`config.mk`:
```
export PLATFORM = sky130hd
export DESIGN_NAME = activity_gated_frequency_clamp_core_flat
export DESIGN_NICKNAME = d
export VERILOG_FILES = /design/src/design/agfc_pkg.sv /design/src/design/agfc_if.sv /design/src/design/agfc_ram.sv /design/src/design/agfc_div.sv /design/src/design/activity_gated_frequency_clamp_core.sv /design/src/flat_wrapper.sv
export SDC_FILE = /design/constraint.sdc
export NUM_CORES = 1
export LEC_CHECK = 0
export BUFFER_PORTS_ARGS = -buffer_cell sky130_fd_sc_hd__buf_4
export CORE_MARGIN = 10
export CORE_UTILIZATION = 57
export DETAILED_ROUTE_END_ITERATION = 16
export GPL_ROUTABILITY_DRIVEN = 0
export PLACE_DENSITY = 0.81
export SYNTH_ARGS = -nofsm -noshare
export SYNTH_HDL_FRONTEND = slang
export SYNTH_HIERARCHICAL = 1
export SYNTH_SLANG_ARGS = --single-unit
```
`constraint.sdc`:
```
create_clock -name clk -period 6.2 [get_ports clk]
set_clock_uncertainty 0.15 [all_clocks]
set_input_delay 1.24 -clock clk [delete_from_list [all_inputs] [get_ports clk]]
set_output_delay 1.24 -clock clk [all_outputs]
set_load 0.005 [all_outputs]
```
`src/design/agfc_pkg.sv`:
```
`default_nettype none
package agfc_pkg;
    localparam int FREQ_W = 22;
    localparam int ACT_W = 11;
    localparam int WIN_W = 4;
    localparam int RATIO_W = 7;
    localparam int CORE_W = 2;
    localparam int CFG_IDX_W = 3;
    localparam int CFG_DATA_W = 22;
    localparam int DEF_CLUSTER_CORES = 4;
    localparam int DEF_HISTORY_DEPTH = 10;

    localparam logic [CFG_IDX_W-1:0] REG_MIN_CLAMP = 3'd0;
    localparam logic [CFG_IDX_W-1:0] REG_MIN_WINDOW = 3'd1;
    localparam logic [CFG_IDX_W-1:0] REG_MIN_RATIO = 3'd2;
    localparam logic [CFG_IDX_W-1:0] REG_MAX_CLAMP = 3'd3;
    localparam logic [CFG_IDX_W-1:0] REG_MAX_WINDOW = 3'd4;
    localparam logic [CFG_IDX_W-1:0] REG_MAX_RATIO = 3'd5;
    localparam logic [CFG_IDX_W-1:0] REG_FLOOR = 3'd6;
    localparam logic [CFG_IDX_W-1:0] REG_CEILING = 3'd7;

    localparam logic CMD_SAMPLE = 1'b0;
    localparam logic CMD_REQUEST = 1'b1;

    typedef enum logic [1:0] {
        OUT_PASS = 2'd0,
        OUT_RELEASED = 2'd1,
        OUT_CLAMPED = 2'd2
    } outcome_t;

    typedef enum logic [3:0] {
        ST_CLEAR, ST_IDLE, ST_READ, ST_ACC, ST_DIV, ST_PCT, ST_NEXT, ST_DONE, ST_OUT
    } state_t;
endpackage
`default_nettype wire

```
`src/design/agfc_if.sv`:
```
`default_nettype none
interface agfc_in_if;
    logic valid;
    logic ready;
    logic command;
    logic [1:0] core_index;
    logic [10:0] activity;
    logic [21:0] requested_freq;
    logic boost_active;
    modport source (output valid, command, core_index, activity, requested_freq,
                    boost_active, input ready);
    modport sink (input valid, command, core_index, activity, requested_freq,
                  boost_active, output ready);
endinterface

interface agfc_out_if;
    logic valid;
    logic ready;
    logic [21:0] granted_freq;
    logic [1:0] outcome;
    modport source (output valid, granted_freq, outcome, input ready);
    modport sink (input valid, granted_freq, outcome, output ready);
endinterface
`default_nettype wire

```
`src/design/agfc_ram.sv`:
```
`default_nettype none
module agfc_ram #(
    parameter int WIDTH = 11,
    parameter int DEPTH = 40
) (
    input  wire logic                     clk,
    input  wire logic                     we,
    input  wire logic [$clog2(DEPTH)-1:0] waddr,
    input  wire logic [WIDTH-1:0]         wdata,
    input  wire logic [$clog2(DEPTH)-1:0] raddr,
    output logic      [WIDTH-1:0]         rdata
);
    logic [WIDTH-1:0] mem [DEPTH];

    always_ff @(posedge clk)
    begin
        if (we)
        begin
            mem[waddr] <= wdata;
        end
        rdata <= mem[raddr];
    end
endmodule
`default_nettype wire

```
`src/design/agfc_div.sv`:
```
`default_nettype none
// Restoring divider, one quotient bit per cycle.
module agfc_div #(
    parameter int NUM_W = 16,
    parameter int DEN_W = 4
) (
    input  wire logic             clk,
    input  wire logic             rst_n,
    input  wire logic             start,
    input  wire logic [NUM_W-1:0] num,
    input  wire logic [DEN_W-1:0] den,
    output logic                  done,
    output logic      [NUM_W-1:0] quot
);
    localparam int CNT_W = $clog2(NUM_W + 1);

    logic [NUM_W-1:0] q_reg, q_next;
    logic [DEN_W:0] rem_reg, rem_next;
    logic [DEN_W-1:0] den_reg, den_next;
    logic [CNT_W-1:0] cnt_reg, cnt_next;
    logic busy_reg, busy_next;
    logic [DEN_W+1:0] trial;

    always_comb
    begin
        q_next = q_reg;
        rem_next = rem_reg;
        den_next = den_reg;
        cnt_next = cnt_reg;
        busy_next = busy_reg;
        trial = {rem_reg, q_reg[NUM_W-1]};
        if (start)
        begin
            q_next = num;
            rem_next = '0;
            den_next = den;
            cnt_next = CNT_W'(NUM_W);
            busy_next = 1'b1;
        end
        else if (busy_reg)
        begin
            if (trial >= {2'b00, den_reg})
            begin
                rem_next = (DEN_W+1)'(trial - {2'b00, den_reg});
                q_next = {q_reg[NUM_W-2:0], 1'b1};
            end
            else
            begin
                rem_next = trial[DEN_W:0];
                q_next = {q_reg[NUM_W-2:0], 1'b0};
            end
            cnt_next = cnt_reg - 1'b1;
            if (cnt_reg == CNT_W'(1))
            begin
                busy_next = 1'b0;
            end
        end
    end

    always_ff @(posedge clk or negedge rst_n)
    begin
        if (!rst_n)
        begin
            busy_reg <= 1'b0;
            cnt_reg <= '0;
        end
        else
        begin
            busy_reg <= busy_next;
            cnt_reg <= cnt_next;
        end
    end

    always_ff @(posedge clk)
    begin
        q_reg <= q_next;
        rem_reg <= rem_next;
        den_reg <= den_next;
    end

    assign done = busy_reg && (cnt_reg == CNT_W'(1));
    assign quot = q_next;
endmodule
`default_nettype wire

```
`src/design/activity_gated_frequency_clamp_core.sv`:
```
`default_nettype none
// Clamps a cluster's requested frequency against activity history held in one
// synchronous RAM of CLUSTER_CORES*HISTORY_DEPTH entries. After reset the RAM is
// cleared, one entry a cycle, before the first request is taken. A sample
// request writes its activity into that core's history. A frequency request
// that needs the history walks each core's window, one RAM read (ST_READ) and
// one add (ST_ACC) per entry, with the window cut to HISTORY_DEPTH, and then
// divides the sum serially; no new request is taken until the result of the
// last one has been taken. One result is given per frequency request and none
// per sample.
module activity_gated_frequency_clamp_core
    import agfc_pkg::*;
#(
    parameter int CLUSTER_CORES = DEF_CLUSTER_CORES,
    parameter int HISTORY_DEPTH = DEF_HISTORY_DEPTH
) (
    input  wire logic                  clk,
    input  wire logic                  rst_n,
    input  wire logic                  cfg_we,
    input  wire logic [CFG_IDX_W-1:0]  cfg_index,
    input  wire logic [CFG_DATA_W-1:0] cfg_data,
    agfc_in_if.sink                    in_req,
    agfc_out_if.source                 out_res
);
    localparam int ENTRIES = CLUSTER_CORES * HISTORY_DEPTH;
    localparam int ADDR_W = $clog2(ENTRIES);
    localparam int PTR_W = (HISTORY_DEPTH > 1) ? $clog2(HISTORY_DEPTH) : 1;
    localparam int CID_W = (CLUSTER_CORES > 1) ? $clog2(CLUSTER_CORES) : 1;
    localparam int SUM_W = ACT_W + 4;
    localparam int PCT_W = 18;

    logic [FREQ_W-1:0] min_clamp_reg, max_clamp_reg, floor_reg, ceiling_reg;
    logic [WIN_W-1:0] min_window_reg, max_window_reg;
    logic [RATIO_W-1:0] min_ratio_reg, max_ratio_reg;

    logic [PTR_W-1:0] widx_reg [CLUSTER_CORES];
    state_t state_reg, state_next;
    logic [ADDR_W-1:0] clr_reg;
    logic [CID_W-1:0] core_reg;
    logic [PTR_W-1:0] pos_reg;
    logic [WIN_W-1:0] k_reg, n_reg;
    logic [SUM_W-1:0] sum_reg;
    logic [$clog2(CLUSTER_CORES+1)-1:0] count_reg;
    logic is_max_reg;
    logic [FREQ_W-1:0] req_reg, clamp_reg;
    logic [RATIO_W-1:0] ratio_reg;
    logic out_valid_reg;
    logic [FREQ_W-1:0] out_freq_reg;
    outcome_t out_code_reg;

    logic ram_we;
    logic [ADDR_W-1:0] ram_waddr, ram_raddr;
    logic [ACT_W-1:0] ram_wdata, ram_rdata;
    logic div_start, div_done;
    logic [SUM_W-1:0] div_q;
    logic [PTR_W-1:0] pos_prev;

    agfc_ram #(.WIDTH(ACT_W), .DEPTH(ENTRIES)) u_hist (
        .clk(clk), .we(ram_we), .waddr(ram_waddr), .wdata(ram_wdata),
        .raddr(ram_raddr), .rdata(ram_rdata)
    );

    agfc_div #(.NUM_W(SUM_W), .DEN_W(WIN_W)) u_div (
        .clk(clk), .rst_n(rst_n), .start(div_start), .num(sum_reg), .den(n_reg),
        .done(div_done), .quot(div_q)
    );

    function automatic logic [FREQ_W-1:0] limit(input logic [FREQ_W-1:0] f,
                                                 input logic [FREQ_W-1:0] lo,
                                                 input logic [FREQ_W-1:0] hi);
        logic [FREQ_W-1:0] r;
        r = (f < lo) ? lo : f;
        r = (r > hi) ? hi : r;
        return r;
    endfunction

    assign pos_prev = (pos_reg == '0) ? PTR_W'(HISTORY_DEPTH - 1) : pos_reg - 1'b1;
    assign ram_raddr = ADDR_W'(core_reg * HISTORY_DEPTH + pos_prev);
    assign in_req.ready = (state_reg == ST_IDLE) && !out_valid_reg;
    assign out_res.valid = out_valid_reg;
    assign out_res.granted_freq = out_freq_reg;
    assign out_res.outcome = out_code_reg;

    logic accept;
    logic core_ok;
    logic is_max_in;
    logic need_walk;
    logic [WIN_W-1:0] win_in;
    logic [FREQ_W-1:0] clamp_in;
    logic [PCT_W-1:0] pct_full;
    logic [PCT_W-11:0] pct;
    logic hit;
    logic last_core;

    assign accept = in_req.valid && in_req.ready;
    assign core_ok = 32'(in_req.core_index) < CLUSTER_CORES;
    assign is_max_in = in_req.requested_freq > max_clamp_reg;
    assign clamp_in = is_max_in ? max_clamp_reg : min_clamp_reg;
    assign win_in = is_max_in ? max_window_reg : min_window_reg;
    assign need_walk = in_req.boost_active
        && (is_max_in || in_req.requested_freq < min_clamp_reg)
        && clamp_in != '0 && win_in != '0;
    assign pct_full = PCT_W'(div_q[ACT_W-1:0]) * PCT_W'(100);
    assign pct = pct_full[PCT_W-1:10];
    assign hit = is_max_reg ? (pct > (PCT_W-10)'(ratio_reg))
                            : (pct < (PCT_W-10)'(ratio_reg));
    assign last_core = 32'(core_reg) == CLUSTER_CORES - 1;

    always_comb
    begin
        ram_we = 1'b0;
        ram_waddr = clr_reg;
        ram_wdata = '0;
        div_start = (state_reg == ST_DIV) && (k_reg == '0);
        if (state_reg == ST_CLEAR)
        begin
            ram_we = 1'b1;
        end
        else if (accept && in_req.command == CMD_SAMPLE && core_ok)
        begin
            ram_we = 1'b1;
            ram_waddr = ADDR_W'(in_req.core_index * HISTORY_DEPTH
                                + widx_reg[CID_W'(in_req.core_index)]);
            ram_wdata = in_req.activity;
        end
    end

    always_comb
    begin
        state_next = state_reg;
        unique case (state_reg)
            ST_CLEAR: if (32'(clr_reg) == ENTRIES - 1) state_next = ST_IDLE;
            ST_IDLE: if (accept && in_req.command == CMD_REQUEST && need_walk)
                state_next = ST_READ;
            ST_READ: state_next = ST_ACC;
            ST_ACC: state_next = (k_reg == WIN_W'(1)) ? ST_DIV : ST_READ;
            ST_DIV: if (div_done) state_next = ST_PCT;
            ST_PCT: state_next = last_core ? ST_DONE : ST_NEXT;
            ST_NEXT: state_next = ST_READ;
            ST_DONE: state_next = ST_IDLE;
            default: state_next = ST_IDLE;
        endcase
    end

    always_ff @(posedge clk or negedge rst_n)
    begin
        if (!rst_n)
        begin
            state_reg <= ST_CLEAR;
            clr_reg <= '0;
            out_valid_reg <= 1'b0;
            min_clamp_reg <= '0;
            max_clamp_reg <= '0;
            floor_reg <= '0;
            ceiling_reg <= '1;
            min_window_reg <= '0;
            max_window_reg <= '0;
            min_ratio_reg <= '0;
            max_ratio_reg <= '0;
            for (int i = 0; i < CLUSTER_CORES; i++)
            begin
                widx_reg[i] <= '0;
            end
        end
        else
        begin
            state_reg <= state_next;
            if (state_reg == ST_CLEAR)
            begin
                clr_reg <= clr_reg + 1'b1;
            end
            if (cfg_we)
            begin
                unique case (cfg_index)
                    REG_MIN_CLAMP: min_clamp_reg <= cfg_data[FREQ_W-1:0];
                    REG_MIN_WINDOW: min_window_reg <= cfg_data[WIN_W-1:0];
                    REG_MIN_RATIO: min_ratio_reg <= cfg_data[RATIO_W-1:0];
                    REG_MAX_CLAMP: max_clamp_reg <= cfg_data[FREQ_W-1:0];
                    REG_MAX_WINDOW: max_window_reg <= cfg_data[WIN_W-1:0];
                    REG_MAX_RATIO: max_ratio_reg <= cfg_data[RATIO_W-1:0];
                    REG_FLOOR: floor_reg <= cfg_data[FREQ_W-1:0];
                    REG_CEILING: ceiling_reg <= cfg_data[FREQ_W-1:0];
                    default: ;
                endcase
            end
            if (accept && in_req.command == CMD_SAMPLE && core_ok)
            begin
                widx_reg[CID_W'(in_req.core_index)] <=
                    (32'(widx_reg[CID_W'(in_req.core_index)]) == HISTORY_DEPTH - 1)
                    ? '0 : widx_reg[CID_W'(in_req.core_index)] + 1'b1;
            end
            if (out_valid_reg && out_res.ready)
            begin
                out_valid_reg <= 1'b0;
            end
            if (accept && in_req.command == CMD_REQUEST && !need_walk)
            begin
                out_valid_reg <= 1'b1;
            end
            if (state_reg == ST_DONE)
            begin
                out_valid_reg <= 1'b1;
            end
        end
    end

    always_ff @(posedge clk)
    begin
        if (accept && in_req.command == CMD_REQUEST)
        begin
            req_reg <= in_req.requested_freq;
            clamp_reg <= clamp_in;
            is_max_reg <= is_max_in;
            ratio_reg <= is_max_in ? max_ratio_reg : min_ratio_reg;
            n_reg <= (32'(win_in) > HISTORY_DEPTH) ? WIN_W'(HISTORY_DEPTH) : win_in;
            k_reg <= (32'(win_in) > HISTORY_DEPTH) ? WIN_W'(HISTORY_DEPTH) : win_in;
            core_reg <= '0;
            pos_reg <= widx_reg[0];
            sum_reg <= '0;
            count_reg <= '0;
            out_freq_reg <= in_req.requested_freq;
            out_code_reg <= OUT_PASS;
        end
        unique case (state_reg)
            ST_ACC:
            begin
                sum_reg <= sum_reg + SUM_W'(ram_rdata);
                pos_reg <= pos_prev;
                k_reg <= k_reg - 1'b1;
            end
            ST_DIV:
            begin
                k_reg <= n_reg;
            end
            ST_PCT:
            begin
                if (hit)
                begin
                    count_reg <= count_reg + 1'b1;
                end
            end
            ST_NEXT:
            begin
                core_reg <= core_reg + 1'b1;
                pos_reg <= widx_reg[core_reg + 1'b1];
                k_reg <= n_reg;
                sum_reg <= '0;
            end
            ST_DONE:
            begin
                if (is_max_reg ? (count_reg != '0) : (32'(count_reg) == CLUSTER_CORES))
                begin
                    out_freq_reg <= limit(req_reg, floor_reg, ceiling_reg);
                    out_code_reg <= OUT_RELEASED;
                end
                else
                begin
                    out_freq_reg <= limit(clamp_reg, floor_reg, ceiling_reg);
                    out_code_reg <= OUT_CLAMPED;
                end
            end
            default: ;
        endcase
    end
endmodule
`default_nettype wire

```
`src/flat_wrapper.sv`:
```
// flat-port wrapper written by rule: the top's interface ports become plain ports
module activity_gated_frequency_clamp_core_flat import agfc_pkg::*;
#(
    parameter int CLUSTER_CORES = DEF_CLUSTER_CORES,
    parameter int HISTORY_DEPTH = DEF_HISTORY_DEPTH
)
  (clk, rst_n, cfg_we, cfg_index, cfg_data, in_req_valid, in_req_command, in_req_core_index, in_req_activity, in_req_requested_freq, in_req_boost_active, in_req_ready, out_res_valid, out_res_granted_freq, out_res_outcome, out_res_ready);
  agfc_in_if in_req_i ();
  agfc_out_if out_res_i ();
  input  wire logic clk;
  input  wire logic rst_n;
  input  wire logic cfg_we;
  input  wire logic [CFG_IDX_W-1:0] cfg_index;
  input  wire logic [CFG_DATA_W-1:0] cfg_data;
  input wire logic [$bits(in_req_i.valid)-1:0] in_req_valid;
  input wire logic [$bits(in_req_i.command)-1:0] in_req_command;
  input wire logic [$bits(in_req_i.core_index)-1:0] in_req_core_index;
  input wire logic [$bits(in_req_i.activity)-1:0] in_req_activity;
  input wire logic [$bits(in_req_i.requested_freq)-1:0] in_req_requested_freq;
  input wire logic [$bits(in_req_i.boost_active)-1:0] in_req_boost_active;
  output wire logic [$bits(in_req_i.ready)-1:0] in_req_ready;
  output wire logic [$bits(out_res_i.valid)-1:0] out_res_valid;
  output wire logic [$bits(out_res_i.granted_freq)-1:0] out_res_granted_freq;
  output wire logic [$bits(out_res_i.outcome)-1:0] out_res_outcome;
  input wire logic [$bits(out_res_i.ready)-1:0] out_res_ready;
  assign in_req_i.valid = in_req_valid;
  assign in_req_i.command = in_req_command;
  assign in_req_i.core_index = in_req_core_index;
  assign in_req_i.activity = in_req_activity;
  assign in_req_i.requested_freq = in_req_requested_freq;
  assign in_req_i.boost_active = in_req_boost_active;
  assign in_req_ready = in_req_i.ready;
  assign out_res_valid = out_res_i.valid;
  assign out_res_granted_freq = out_res_i.granted_freq;
  assign out_res_outcome = out_res_i.outcome;
  assign out_res_i.ready = out_res_ready;
  activity_gated_frequency_clamp_core #(.CLUSTER_CORES(CLUSTER_CORES), .HISTORY_DEPTH(HISTORY_DEPTH)) u_core (.clk(clk), .rst_n(rst_n), .cfg_we(cfg_we), .cfg_index(cfg_index), .cfg_data(cfg_data), .in_req(in_req_i), .out_res(out_res_i));
endmodule
```
==> flow_summary.toml <==
[cts]
cts_tree = "yes"
h-tree-depth = 3
clk_latency_ns = 0.63
cts_inserted_buffers = 73
cts.sinks = 724
root_buffer = "clkbuf_16"
hold_buffers = 0
cts_buffer_depth = 3
path_clk_slew_ns = 0.06

[min_path]
hold_path_class = "flip-flop to flip-flop"
whs_path_depth = 0

[yosys]
synth_top_cell_by_area = "edfxtp_1"
synth.area.top_cells = "edfxtp_1, dfrtp_1, ha_1"
synth_warnings = 6
avgSynthCellArea_um2 = 13.1
synth_top_area_share_pct = 46.3
synth_flop_cell = "edfxtp_1"
ys_ff_latch = 724
syn_inst = 2712
async_flop_share_pct = 19.5
syn_area_mm2 = 0.0356
ys_seq_area_share_pct = 58.1
synthesis.nets = 2989
ys_types = 80
synth_edf_count = 549

[finish]
area_growth_pct = 12.2
final_layout_size_suffix_gt1_share_pct = 19.3
final_nets = 3136
largest_register_ffs = 440
final_common_cell = "edfxtp_1"
layout_common_cells = "edfxtp_1, ha_1, mux2i_1, buf_4, nand2_1"
fillerInstances = 4326
largest_register = "u_core/u_hist/mem"

[placement]
dp_hpwl_mm = 60.4
port_buffers = 92

[global_routing]
antenna_found_initial = 5
grt_overflow = 0
grt_pass1_wl_mm = 139
grt_use_met1_pct = 29.9
use_met2_pct = 40.2
grt_util_met3_pct = 4.68
grt_start_max_net_pins = 99
top_usage_layer = "met2"
grt_use_total_pct = 24.3
grt_pass1_vias = 24000

[worst_setup_path]
reg2regPathDepth = 27
worstSetupPathType = "flip-flop to flip-flop"
cp_data_required_time_ns = 6.59
arrival_ns = 6.28
slowest_stage = "fa_1"
cpPeakStageDelay_ns = 0.46
end_kind = "flip-flop"
cpMostUsedCell = "ha_1"
critPathMaxFanout = 5
critPathLaunchType = "flip-flop"

[timing]
fin_crit_ns = 5.90
tightest_slew_ns = 1.18
finalSetupViolations = 0
maxSlewViolCount = 0
hold_viol = 0
fmax_mhz = 170
tns_ns = 0
finalCritPeriodShare_pct = 95.1
slew_headroom_pct = 21.5

[detailed_routing]
drt_iter0_markers = 2515
final_antenna_net_count = 0
vias_per_cell = 6.31
num_vias = 23700
wire_per_inst_um = 24.2
firstDrtPassIters = 12
drc = 0
wirelength_mm = 90.7

[pwr]
power_uw = 15700
p_per_area_mw_per_mm2 = 392
power.leakage_uw = 0.0161
ir_drop_mv = 0.339

[run]
max_cap_violations = 0

[floorplan]
die_w_um = 270
ios = 93
die_h_um = 270
core_area_mm2 = 0.0618
initial_utilization_pct = 57.6
num_rows = 91
dieArea_mm2 = 0.0729

[run_status]
outcome = "completed"
==> per-stage QoR <==
step / instance area, um2 / hold slack (ns) / utilization [%] / instances / worst slack, ns
floorplan: 35600 / 0.276 / - / 2712 / 0.0349
global placement: 37500 / 0.290 / 60.7 / 3619 / 0.279
detailed placement: 37500 / 0.293 / 60.7 / 3619 / -0.00561
CTS: 39900 / 0.318 / 64.6 / 3753 / 0.0874
global route: 40000 / 0.325 / 64.7 / 3755 / -0.0216
finish: 40000 / 0.313 / 64.7 / 3756 / 0.305
==> cells in the mapped netlist, drive strengths merged (32+ instances only) <==
cell type  number
and3           32
dfxtp          34
buf            48
ha            201
o21ai         132
a21oi          87
a22oi          66
clkbuf         72
inv           176
mux2i         197
a21o           54
nor2           95
mux2          135
nand2         180
o21a           32
o22ai          40
dfrtp         119
edfxtp        549
or2            32
nand4          37
==> power breakdown <==
part           total (uW)  switching, uW  leakage [uW]  internal (uW)
combinational        5080           3140       0.00796           1940
clock                4370           1840       0.00115           2530
sequential           6250            368       0.00700           5880
total               15700           5350        0.0161          10300
==> critical path: cells and delay by family, from the launching register on <==
kind | cells | cell delay, ns
fa+ha+maj | 7 | 2.00
compound gates | 11 | 1.93
simple gates | 5 | 0.82
mux | 2 | 0.48
flops | 1 | 0.32
buf+inv | 2 | 0.13
==> area by class of cell <==
cell class	count	area (um2)	area share, %
diodes	1	2.50	0.00626
clock buffers	105	2050	5.12
clock inverters	29	324	0.810
inverters	177	672	1.68
multi-input cells	1692	13700	34.3
flip-flops and latches	724	20700	51.8
well taps	837	1050	2.62
repair buffers	191	1450	3.63
==> what timing repair did <==
action,4_1_cts,5_1_grt
setup buffers,0,1
endpoints found under the setup margin,1,3
gates cloned,0,1
resized for setup,2,14
pin swaps,0,0
==> routing by layer <==
metal	vias to the layer above	wire [um]
met3	308	7360
met2	1151	44200
met4	6	4760
li1	10600	-
met5	-	41
met1	11700	34300
==> path summary, 6_finish.rpt <==
check                                          startpoint                           endpoint  slack [ns]
max                        u_core/u_div/q_reg[14]$_DFF_P_        u_core/count_reg[2]$_DFF_P_        0.30
min                             u_core/n_reg[0]$_DFFE_PP_  u_core/u_div/den_reg[0]$_DFFE_PP_        0.31
max reg2reg                u_core/u_div/q_reg[14]$_DFF_P_        u_core/count_reg[2]$_DFF_P_        0.30
min reg2reg                     u_core/n_reg[0]$_DFFE_PP_  u_core/u_div/den_reg[0]$_DFFE_PP_        0.31
max in group asynchronous                           rst_n    u_core/floor_reg[3]$_DFFE_PN0P_        4.09
min in group asynchronous                           rst_n   u_core/floor_reg[10]$_DFFE_PN0P_        0.56
==> logic make-up (layout without fill, tap and decap cells) <==
| group | after synthesis | count (layout) | synth area share [%] |
|---|---|---|---|
| buffers and inverters | 297 | 502 | 3.62 |
| multiplexers | 361 | 361 | 11.6 |
| adder cells (fa/ha/maj) | 210 | 210 | 7.56 |
| AO/OA/AOI/OAI | 541 | 541 | 10.6 |
| XOR/XNOR | 31 | 31 | 0.762 |
| AND/OR/NAND/NOR | 548 | 549 | 7.71 |
| flip-flops | 724 | 724 | 58.1 |
| other | 0 | 1 | 0 |
Note: power is estimated with default switching activity, not from simulation.
